[src/sv/srfp_pkg.sv]
`timescale 1ns / 1ps
// ----------------------------------------------------------------------------
// srfp_pkg: shared types and constants for the sine range fold polynomial block
// Fixed-point coefficients, widths and the item type between front and back.
// ----------------------------------------------------------------------------
package srfp_pkg;

    localparam int AngleW = 24;
    localparam int SineW  = 16;
    localparam int RW     = 32;   // Q28 residue, |r| < ~3.2*2^28
    localparam int KW     = 6;    // |k| <= 20

    localparam logic signed [32:0] InvTwoPiQ32 = 33'sd683565276;
    localparam logic signed [31:0] TwoPiQ28    = 32'sd1686629713;
    localparam logic signed [31:0] C11Q40      = -32'sd27545;
    localparam logic signed [31:0] C9Q28       = 32'sd740;
    localparam logic signed [31:0] C7Q28       = -32'sd53261;
    localparam logic signed [31:0] C5Q28       = 32'sd2236962;
    localparam logic signed [31:0] C3Q28       = -32'sd44739243;
    localparam logic signed [31:0] C1Q28       = 32'sd268435456;
    localparam logic signed [SineW-1:0] OutMax = 16'sd32767;

    // item handed from the folding front to the polynomial back
    typedef struct packed {
        logic signed [RW-1:0] r;
    } fold_item_t;

    // round(x*y / 2^sh), ties toward +inf, result truncated to 32 bits
    function automatic logic signed [31:0] rnd_shift(input logic signed [63:0] prod,
                                                      input int sh);
        logic signed [63:0] t;
        begin
            t = (prod + (64'sd1 <<< (sh - 1))) >>> sh;
            return t[31:0];
        end
    endfunction

endpackage

[src/sv/srfp_queue.sv]
`timescale 1ns / 1ps
// ----------------------------------------------------------------------------
// srfp_queue: decoupling register between front and back
// One-entry pass-through queue; the back never stalls so it drains each cycle.
// ----------------------------------------------------------------------------
module srfp_queue
    import srfp_pkg::*;
(
    input  logic       clk,
    input  logic       rst_n,
    input  logic       in_vld,
    input  fold_item_t in_item,
    output logic       out_vld,
    output fold_item_t out_item
);

    logic       vld_reg;
    fold_item_t item_reg;

    // hold valid
    always_ff @(posedge clk or negedge rst_n)
    begin
        if (!rst_n)
            vld_reg <= 1'b0;
        else
            vld_reg <= in_vld;
    end

    // capture item
    always_ff @(posedge clk)
    begin
        if (in_vld)
            item_reg <= in_item;
    end

    assign out_vld  = vld_reg;
    assign out_item = item_reg;

endmodule

[config.mk]
export PLATFORM = sky130hd
export DESIGN_NAME = srfp_queue
export DESIGN_NICKNAME = d
export VERILOG_FILES = /design/src/sv/srfp_pkg.sv /design/src/sv/srfp_queue.sv
export SDC_FILE = /design/constraint.sdc
export NUM_CORES = 1
export LEC_CHECK = 0
export BUFFER_PORTS_ARGS = -buffer_cell sky130_fd_sc_hd__buf_4
export CAP_MARGIN = 20
export CORE_ASPECT_RATIO = 0.75
export CORE_UTILIZATION = 37
export CTS_BUF_LIST = sky130_fd_sc_hd__clkbuf_2
export CTS_CLUSTER_SIZE = 14
export DETAILED_ROUTE_END_ITERATION = 8
export HOLD_SLACK_MARGIN = 0.03
export PLACE_DENSITY_LB_ADDON = 0.1
export SLEW_MARGIN = 15
export SYNTH_ARGS = -nofsm -noshare
export SYNTH_HDL_FRONTEND = slang
export SYNTH_SLANG_ARGS = --single-unit
[constraint.sdc]
create_clock -name clk -period 0.8 [get_ports clk]
set_clock_uncertainty 0.05 [all_clocks]
set_input_delay 0.12 -clock clk [delete_from_list [all_inputs] [get_ports clk]]
set_output_delay 0.12 -clock clk [all_outputs]
set_load 0.05 [all_outputs]
==> flow_metrics.tcl <==
set metrics [dict create \
    outcome "complete, but fails checks" \
    violations "negative setup slack" \
    multi_input_area_sq_um 0 \
    final_max_slew_viol_count 0 \
    grt.busiest_layer "met2" \
    syn_area_sq_um 986 \
    ys_types 2 \
    drive_above_1_share 0.521 \
    fin_crit_sh 1.41 \
    crit_buf_inv 1 \
    grt_pass1_vias 755 \
    synthToLayoutAreaGrowth_pct 111 \
    gp_congestion 0.664 \
    max_freq_mhz 884 \
    multi_input_gates 0 \
    worst_hold_startpoint "in_vld" \
    syn_area_per_cell_sq_um 29.9 \
    crit_chain "buf_6" \
    required_ns 0.63 \
    p_comb_frac 0.278 \
    powerDensity_nw_per_um2 1860 \
    cap_viol_max_count 0 \
    path_max_fanout 1 \
    first_iter_violations 8 \
    grt_util_all_layers 0.200 \
    cp_top_family "flip-flops" \
    rsz0062_at_grt "true" \
    crit_path_max_incr_delay_ns 0.44 \
    p_int_mw 2.72 \
    net-switching-power_mw 1.15 \
    crit_path_end_kind "output pin" \
    hp-class "in2reg" \
    ys_ff_latch 33 \
    h-tree-depth 2 \
    io_buffers 67 \
    grt_start_max_net_pins 23 \
    p_leak_nw 0.879 \
    tns_ns -9.68 \
    hold_viol 0 \
    grt_pass1_wl_mm 3.63 \
    seq_power_share 0.545 \
    post_cts_buffers 0 \
    layout_min_cycle_time_ns 1.13 \
    crit_slowest_cell "edfxtp_1" \
    die_y_um 46.7 \
    routed_wl_mm 2.52 \
    vdd.ir_drop.worst_uv 1250 \
    wl_per_cell_um 14.1 \
    avgViaCountPerCell 4.18 \
    first_pass_iters 4 \
    initial_core_util 0.410 \
    io_pins 68 \
    detail-route-antenna-nets 0 \
    yosys_warnings 0 \
    cts_tree "done" \
    path_class "reg2out" \
    cts-root-buf "clkbuf_2" \
    rows 15 \
    cp.arrival_ns 0.96 \
    max_slew_margin 0.903 \
    startpoint_type "register" \
    clkSinkCount 33 \
    grt_util_met1 0.224 \
    diodes 0 \
    antenna_found_initial 0 \
    setup_viol 33 \
    crit_start "out_item[13]$_DFFE_PP_" \
    p_clk_frac 0.177 \
    cts_buffers 5 \
    fin_ws_ns -0.331 \
    yosysSeqAreaShare 1.00 \
    tightest_slew_ns 0.145 \
    p_sw_frac 0.297 \
    clk_pin_slew_ns 0.14 \
    whs_ns 0.0837 \
    synth_nets 68 \
    dieArea_sq_um 2880 \
    die_x_um 61.6 \
    gr-usage-met2 0.361 \
    route.detailed.drc 0 \
    grt_overflow_total 0 \
    final_nets 179 \
    grt_use_met3 0.0702 \
    vias 744 \
    core_area_sq_um 2400 \
    clockBufferDepth 2 \
    postSynthCellCount 33 \
]
-- layout by cell type, fill, tap and decap left out, drive strengths merged --
cell type	n
buf	69
clkbuf	6
clkinv	1
dfrtp	1
dlygate4sd3	35
edfxtp	32
-- sequential cells by signal (all words and copies together) (netlist names) --
name	count
out_vld	1
out_item	32
-- cells in the mapped netlist --
library cell  count  share of area
dfrtp_1           1          0.025
edfxtp_1         32           0.97
-- final timing paths --
path | slack, ns | cells past startpoint | endpoint
max | -0.33 | 1 | out_item[13]
min | 0.08 | 2 | out_item[9]$_DFFE_PP_
max in group asynchronous | 0.01 | 3 | out_vld$_DFF_PN0_
min in group asynchronous | 0.58 | 3 | out_vld$_DFF_PN0_
-- routing by layer --
layer  share of wire  up-vias
met5               0        -
met4          0.0048        0
met3           0.075        2
met2            0.55       46
met1            0.37      344
li1                -      352
-- metrics by stage --
stage                     instances  power (mW)  instance area, sq um   util  setup slack (ns)
after floorplan                  33        2.59                   986      -            0.0294
after global placement          136        2.97                  1570  0.654            0.0466
after detailed placement        136        2.98                  1570  0.654            0.0423
after CTS                       178        3.88                  2080  0.866            -0.344
after global routing            178        4.03                  2080  0.866            -0.404
final                           178        3.87                  2080  0.866            -0.331
-- kinds of logic after synthesis --
logic type  share of synthesized area
flops                            1.00
-- repair_timing --
action / in CTS / in global routing
cloned: 0 / 0
pin swaps: 0 / 0
hold buffers: 35 / 0
endpoints found under the setup margin: 33 / 33
gates resized for setup: 33 / 0
hold endpoints to repair: 34 / 0
-- cell type report --
type	count	area (sq um)
fillers	119	323
clock buffers	6	30.0
repair buffers	104	1020
well taps	34	42.5
clock inverters	1	3.75
flip-flops and latches	33	986
-- power groups by stage --
stage          Combinational (mW)  Clock (mW)  Sequential (mW)
2_1_floorplan                   0           0             2.59
3_3_place_gp                0.852           0             2.12
3_5_place_dp                0.855           0             2.12
4_1_cts                      1.07       0.706             2.11
5_1_grt                      1.12       0.787             2.12
6_report                     1.08       0.687             2.11
Note: power is estimated with default switching activity, not from simulation.
