**config.mk**
```make
export PLATFORM = sky130hd
export DESIGN_NAME = srfp_front
export DESIGN_NICKNAME = d
export VERILOG_FILES = /design/src/sv/srfp_pkg.sv /design/src/sv/srfp_front.sv
export SDC_FILE = /design/constraint.sdc
export NUM_CORES = 1
export LEC_CHECK = 0
export ABC_AREA = 1
export BUFFER_PORTS_ARGS = -buffer_cell sky130_fd_sc_hd__buf_2
export CAP_MARGIN = 10
export CORE_ASPECT_RATIO = 1.5
export CORE_MARGIN = 2
export CORE_UTILIZATION = 55
export CTS_CLUSTER_SIZE = 40
export DETAILED_ROUTE_END_ITERATION = 16
export PLACE_DENSITY = 0.73
export SLEW_MARGIN = 25
export SYNTH_ARGS = -nofsm -noshare
export SYNTH_HDL_FRONTEND = slang
export SYNTH_SLANG_ARGS = --single-unit
```
**constraint.sdc**
```tcl
create_clock -name clk -period 4 [get_ports clk]
set_input_delay 0 -clock clk [delete_from_list [all_inputs] [get_ports clk]]
set_output_delay 0 -clock clk [all_outputs]
set_load 0.03 [all_outputs]
```
**src/sv/srfp_pkg.sv**
```systemverilog
`timescale 1ns / 1ps
// ----------------------------------------------------------------------------
// srfp_pkg: shared types and constants for the sine range fold polynomial block
// Fixed-point coefficients, widths and the item type between front and back.
// ----------------------------------------------------------------------------
package srfp_pkg;

    localparam int AngleW = 24;
    localparam int SineW  = 16;
    localparam int RW     = 32;   // Q28 residue, |r| < ~3.2*2^28
    localparam int KW     = 6;    // |k| <= 20

    localparam logic signed [32:0] InvTwoPiQ32 = 33'sd683565276;
    localparam logic signed [31:0] TwoPiQ28    = 32'sd1686629713;
    localparam logic signed [31:0] C11Q40      = -32'sd27545;
    localparam logic signed [31:0] C9Q28       = 32'sd740;
    localparam logic signed [31:0] C7Q28       = -32'sd53261;
    localparam logic signed [31:0] C5Q28       = 32'sd2236962;
    localparam logic signed [31:0] C3Q28       = -32'sd44739243;
    localparam logic signed [31:0] C1Q28       = 32'sd268435456;
    localparam logic signed [SineW-1:0] OutMax = 16'sd32767;

    // item handed from the folding front to the polynomial back
    typedef struct packed {
        logic signed [RW-1:0] r;
    } fold_item_t;

    // round(x*y / 2^sh), ties toward +inf, result truncated to 32 bits
    function automatic logic signed [31:0] rnd_shift(input logic signed [63:0] prod,
                                                      input int sh);
        logic signed [63:0] t;
        begin
            t = (prod + (64'sd1 <<< (sh - 1))) >>> sh;
            return t[31:0];
        end
    endfunction

endpackage

```
**src/sv/srfp_front.sv**
```systemverilog
`timescale 1ns / 1ps
// ----------------------------------------------------------------------------
// srfp_front: range folding
// Two-stage pipeline: k = round(angle/(2*pi)), then r = angle - k*2*pi in Q28.
// ----------------------------------------------------------------------------
module srfp_front
    import srfp_pkg::*;
(
    input  logic                     clk,
    input  logic                     rst_n,
    input  logic                     in_vld,
    input  logic signed [AngleW-1:0] angle,
    output logic                     out_vld,
    output fold_item_t               out_item
);

    logic                     v1_reg;
    logic signed [AngleW-1:0] a1_reg;
    logic signed [KW-1:0]     k1_reg;
    logic signed [63:0]       kprod;
    logic signed [63:0]       kfull;
    logic signed [KW-1:0]     k_next;
    logic signed [RW-1:0]     r_next;
    logic signed [47:0]       kmul;

    // quotient by reciprocal, rounded to nearest
    assign kprod  = 64'(angle) * 64'(InvTwoPiQ32);
    assign kfull  = (kprod + (64'sd1 <<< 47)) >>> 48;
    assign k_next = kfull[KW-1:0];

    // residue
    assign kmul   = 48'(k1_reg) * 48'(TwoPiQ28);
    assign r_next = RW'((48'(a1_reg) <<< 12) - kmul);

    // advance valid flags
    always_ff @(posedge clk or negedge rst_n)
    begin
        if (!rst_n)
        begin
            v1_reg  <= 1'b0;
            out_vld <= 1'b0;
        end
        else
        begin
            v1_reg  <= in_vld;
            out_vld <= v1_reg;
        end
    end

    // hold payload
    always_ff @(posedge clk)
    begin
        a1_reg     <= angle;
        k1_reg     <= k_next;
        out_item.r <= r_next;
    end

endmodule

```
==> results of run 1 <==
cell usage after synthesis, drive strengths merged:
cell	n	area (um2)
inv	678	2545
ha	380	4755
nand2	318	1239
fa	269	5385
nor2	98	397.9
a21oi	70	350.3
dfxtp	58	1161
nand3	37	190.2
xor2	32	280.3
o21ai	25	125.1
nor3	15	75.07
nand4	14	87.58
xnor2	13	113.9
a21o	12	91.34
o21bai	9	67.56
or2	7	43.79
nor4	5	31.28
a31oi	4	25.02
a21boi	2	15.02
and2	2	12.51
dfrtp	2	50.05
nand3b	2	15.01
a211oi	1	7.510
a221oi	1	8.760
and3	1	6.260
o2111ai	1	8.760
o21a	1	7.510
o31ai	1	7.510
layout make-up:
| class | count | area (um2) |
|---|---|---|
| repair buffers | 393 | 2912 |
| diodes | 1 | 2.502 |
| multi-input cells | 1320 | 13920 |
| well taps | 405 | 506.7 |
| inverters | 678 | 2549 |
| clock buffers | 10 | 239.0 |
| flip-flops and latches | 60 | 1216 |
| clock inverters | 6 | 111.4 |
| fillers | 2484 | 9387 |
worst reg2reg max path: cells and delay by family, from the launching register on:
kind | cells | cell delay, ns
fa+ha+maj | 5 | 2.19
buf+inv | 6 | 0.62
flops | 1 | 0.43
compound gates | 2 | 0.39
simple gates | 2 | 0.30
xor+xnor | 1 | 0.14
routing by layer:
metal  part of all wire, %  track usage (%)  vias to the layer above
met5                     0                0                        -
met3                   2.5            2.774                      181
met4                   9.6            26.00                        0
met1                    34            32.14                     6754
li1                      -                -                     6934
met2                    54            62.27                      324
metrics by stage:
| stage | TNS (ns) | worst slack (ns) |
|---|---|---|
| 2_1_floorplan | -6.718 | -1.241 |
| 3_3_place_gp | -12.41 | -1.814 |
| 3_5_place_dp | -13.86 | -1.898 |
| 4_1_cts | -8.383 | -1.294 |
| 5_1_grt | -12.14 | -1.609 |
| 6_report | -8.402 | -1.331 |
repair_timing:
| item | in CTS | in global routing |
|---|---|---|
| hold buffers | 16 | 0 |
| hold endpoints to repair | 16 | 0 |
| endpoints found under the setup margin | 22 | 21 |
| pin swaps | 44 | 35 |
| gates resized for setup | 52 | 70 |
| buffers inserted | 4 | 3 |
kinds of logic (layout without fill, tap and decap cells):
kind of cell,count (synthesis),after routing
other,0,1
AOI/OAI and AO/OA,127,127
xor gates and xnor gates,45,45
DFF,60,60
and+or+nand+nor,499,499
buffers and inverters,678,1087
adders and majority gates,649,649
cells in the final DEF (no fill, tap or decap), types with 11 or more instances in the layout:
master,count
dlygate4sd3_1,16
buf_2,50
ha_1,355
inv_2,19
nor2_1,78
a21o_1,11
xor2_1,31
ha_4,22
buf_4,320
fa_2,19
xnor2_1,13
dfxtp_1,54
fa_1,250
o21ai_0,21
nand2_2,24
nor3_1,13
a21oi_1,62
nand4_1,14
inv_1,658
nand2_1,285
nand3_1,33
final timing paths:
check / start / endpoint / cells past startpoint
setup / recovery: angle[19] / k1_reg[1] / 26
hold / removal: angle[3] / a1_reg[3] / 2
setup reg to reg: k1_reg[3] / out_item[24] / 16
hold reg to reg: v1_reg / out_vld / 0
max in group asynchronous: rst_n / v1_reg / 3
min in group asynchronous: rst_n / out_vld / 3
==> reports/metrics.yaml, run 1 <==
timing:
  tightest_slew_ns: 0.5843
  fin_crit_sh_pct: 133.3
  rsz0062_at_grt: "true"
  fin_hold_ws_ns: 0.009353
  setup_viol: 15
  min_period_ns: 5.331
  slew_headroom_pct: 60.91
  max_freq_mhz: 187.6
  finalHoldViolCount: 0
  drv_slew: 0
  setup_slack_ns: -1.331
  clock-skew-final_ns: 0.01840
floorplanning:
  start_util_pct: 55.46
  core.rowCount: 79
  io_pins: 60
  design.core.area_mm2: 0.03084
  die_x_um: 148.0
  die_area_mm2: 0.03255
  die_y_um: 220.0
final_layout:
  layoutNonFillerInstCount: 2873
  areaGrowthSynthToFinish_pct: 25.44
  fin_area_mm2: 0.02145
  nets: 3138
  largest_register_ffs: 32
  drive_gt1_share_pct: 21.89
  utilization_pct: 69.56
cts:
  clockBufferDepth: 2
  cts_inserted_buffers: 9
  numClockSinks: 60
  cts.reportedPaths.clkPinSlew_ns: 0.06
  tritoncts: "done"
  cts.root.buffer_cell: "clkbuf_16"
  clk_latency_ns: 0.37
  htree_levels: 3
setup_path:
  cp_slowest_cell: "fa_1"
  path_class: "input pin to flop"
  crit_buf_inv: 6
  cpMostUsedCell: "nand2_1"
  cp-end-kind: "flop"
  cpPeakStageDelay_ns: 0.60
  required_ns: 4.25
  critPathMaxFanout: 4
  cp-start-kind: "input pin"
  rrSetupSlack_ns: -0.20
  arrival_ns: 5.58
  cpLargestDelayFamily: "adder cells"
synthesis:
  synthCells: 2058
  syn-num-nets: 2734
  synth_compound_area_share_pct: 4.177
  syn_area_mm2: 0.01710
  synth_simple_gate_area_share_pct: 12.27
  synth_cell_types: 36
  synthMuxAreaShare_pct: 0
  synth-seq-area-share_pct: 7.082
  synthAdderAreaFrac_pct: 59.29
  ys_warn_count: 0
  synth_top_family_by_area: "adder cells"
  syn-mean-instance-area_um2: 8.310
  synthXorXnorAreaFrac_pct: 2.304
  ys_ff_latch: 60
hold_path:
  holdCritPathClass: "input pin to flop"
run_status:
  status: "finished, violations left"
  violations: "negative setup slack"
placement:
  placed_cells: 2833
  gp_congestion: 0.9840
  io_buffers: 59
  dpl_cell_area_mm2: 0.02043
  dp_hpwl_um: 46030
route:
  routed_via_density: 4.940
  vias: 14193
  ant_nets: 0
  wl_per_cell_um: 17.82
  wl_um: 51190
  drc: 0
  drt-pass1-iter-count: 5
  drtIter0Drc: 497
global_route:
  grt_overflow_total: 0
  grt_max_degree: 12
  antenna_found_initial: 2
  grt_pass1_wl_um: 79460
  grt_pass1_vias: 15455
  grt_usage_pct: 32.74
run:
  cap_viol_max_count: 0
Power of run 1 is not shown: default switching activity piles up to over one toggle a cycle in this logic, so the estimate is an artifact.
==> run 2: changes to the inputs <==
Settings changed: ABC_AREA 1 to default, MAX_ROUTING_LAYER from default to met4.
==> reports/metrics.yaml, run 2 <==
synthesis:
  synth.most_common_cell: "inv_1"
  ys_warn_count: 0
  synth_edf_count: 0
  synthArstFlopShare_pct: 3.333
  synth_area_leaders: "fa_1, ha_1, inv_1"
  syn-num-nets: 2300
  synth_flop_cell: "dfxtp_1"
  synthTopCellsByCount: "inv_1, ha_1, fa_1"
  syn-mean-instance-area_um2: 9.687
  synth-seq-area-share_pct: 7.699
  synth_top_area_share_pct: 34.23
  synth_top_cell_by_area: "fa_1"
  ys_ff_latch: 60
  synth_cell_types: 53
  synthCells: 1624
  syn_area_mm2: 0.01573
route:
  wl_um: 45430
  drc: 0
  drt-pass1-iter-count: 5
  ant_nets: 0
  wl_per_cell_um: 19.03
  drtIter0Drc: 418
  vias: 12520
  routed_via_density: 5.243
final_layout:
  areaGrowthSynthToFinish_pct: 29.34
  largest_register_ffs: 32
  utilization_pct: 72.52
  mostFrequentLayoutCells: "inv_1, ha_1, buf_4"
  layout_commonest_cell: "inv_1"
  diodes: 0
  drive_gt1_share_pct: 27.62
  nets: 2713
  layoutNonFillerInstCount: 2388
setup_path:
  cpPeakStageDelay_ns: 0.61
  required_ns: 4.20
  crit_buf_inv: 5
  arrival_ns: 6.80
  cp-start-kind: "input pin"
  cp_slowest_cell: "fa_2"
  cpMostUsedCell: "fa_1"
  critPathMaxFanout: 4
  cpLargestDelayFamily: "adder cells"
  cp-end-kind: "flop"
  path_class: "input pin to flop"
cts:
  numClockSinks: 60
  tritoncts: "done"
  htree_levels: 3
  cts_inserted_buffers: 9
  cts.reportedPaths.clkPinSlew_ns: 0.05
  cts.root.buffer_cell: "clkbuf_16"
  clk_latency_ns: 0.33
  clockBufferDepth: 2
floorplanning:
  die_x_um: 142.1
  die_y_um: 211.1
  start_util_pct: 56.07
  core.rowCount: 75
  die_area_mm2: 0.03000
  design.core.area_mm2: 0.02806
  io_pins: 60
placement:
  io_buffers: 59
  dp_hpwl_um: 39250
  gp_congestion: 1.003
  placed_cells: 2339
timing:
  tightest_slew_ns: 0.5113
  min_period_ns: 6.603
  fin_crit_sh_pct: 165.1
  rsz0062_at_grt: "true"
  setup_slack_ns: -2.603
  slew_headroom_pct: 65.55
  drv_slew: 0
  clock-skew-final_ns: 0.003331
  max_freq_mhz: 151.4
  fin_setup_tns_ns: -14.65
  setup_viol: 15
  finalHoldViolCount: 0
run_status:
  status: "finished, violations left"
  violations: "negative setup slack"
global_route:
  grt_pass1_wl_um: 71600
  grt_max_degree: 13
  grt_usage_pct: 32.31
  grt_overflow_total: 0
  grt_pass1_vias: 14249
  antenna_found_initial: 0
hold_path:
  holdCritPathClass: "input pin to flop"
run:
  cap_viol_max_count: 0
-- run 2: path summary, 6_finish.rpt --
kind                           start            to  slack (ns)  cells after the start
setup / recovery            angle[3]     k1_reg[5]       -2.60                     26
hold / removal              angle[5]     a1_reg[5]        0.02                      2
setup reg to reg           k1_reg[3]  out_item[29]       -0.35                     18
hold reg to reg               v1_reg       out_vld        0.37                      0
max in group asynchronous      rst_n        v1_reg        3.32                      3
min in group asynchronous      rst_n       out_vld        0.55                      3
-- run 2: worst register-to-register path: cells and delay by family, from the launching register on --
family / cells / cell delay (ns)
buffers and inverters: 6 / 0.61
AND/OR/NAND/NOR: 2 / 0.13
flip-flops: 1 / 0.39
adder cells (fa/ha/maj): 5 / 2.14
AO/OA/AOI/OAI: 5 / 0.94
-- run 2: what timing repair did --
item | in CTS | in global routing
pin swaps | 76 | 45
hold buffers | 13 | 0
endpoints found under the setup margin | 16 | 18
resized for setup | 115 | 54
endpoints found under the hold margin | 13 | 0
buffers inserted | 17 | 8
-- run 2: logic make-up (layout without fill, tap and decap cells) --
family / count (synthesis) / in the layout / synth area share [%]
fa+ha+maj: 649 / 649 / 64.46
simple gates: 154 / 154 / 5.050
compound gates: 159 / 159 / 6.776
mux: 3 / 3 / 0.1988
buf+inv: 551 / 969 / 13.15
xor+xnor: 48 / 48 / 2.672
flops: 60 / 60 / 7.699
-- run 2: cell type report --
| class | instances | area [um2] |
|---|---|---|
| Inverter | 551 | 2068 |
| Fill cell | 1966 | 7711 |
| Tap cell | 346 | 432.9 |
| Clock inverter | 7 | 76.32 |
| Multi-Input combinational cell | 1013 | 13330 |
| Timing Repair Buffer | 402 | 2995 |
| Clock buffer | 9 | 225.2 |
| Sequential cell | 60 | 1221 |
-- run 2: metrics by stage --
step	cell area [um2]	hold WS, ns	setup slack [ns]
after detailed placement	18910	-0.2111	-3.232
after CTS	20030	0.002314	-2.541
final	20350	0.02101	-2.603
after global placement	18910	-0.2159	-3.181
after floorplan	15840	-0.2956	-2.405
after global routing	20350	0.01518	-2.790
-- run 2: per-layer routing --
| layer | GRT usage (%) | vias up | wire length [um] |
|---|---|---|---|
| li1 | - | 5831 | - |
| met1 | 30.73 | 6176 | 15160 |
| met2 | 60.79 | 326 | 25050 |
| met3 | 2.743 | 187 | 1320 |
| met4 | 22.00 | 0 | 3906 |
| met5 | - | - | 0 |
Power of run 2 is left out for the same reason.
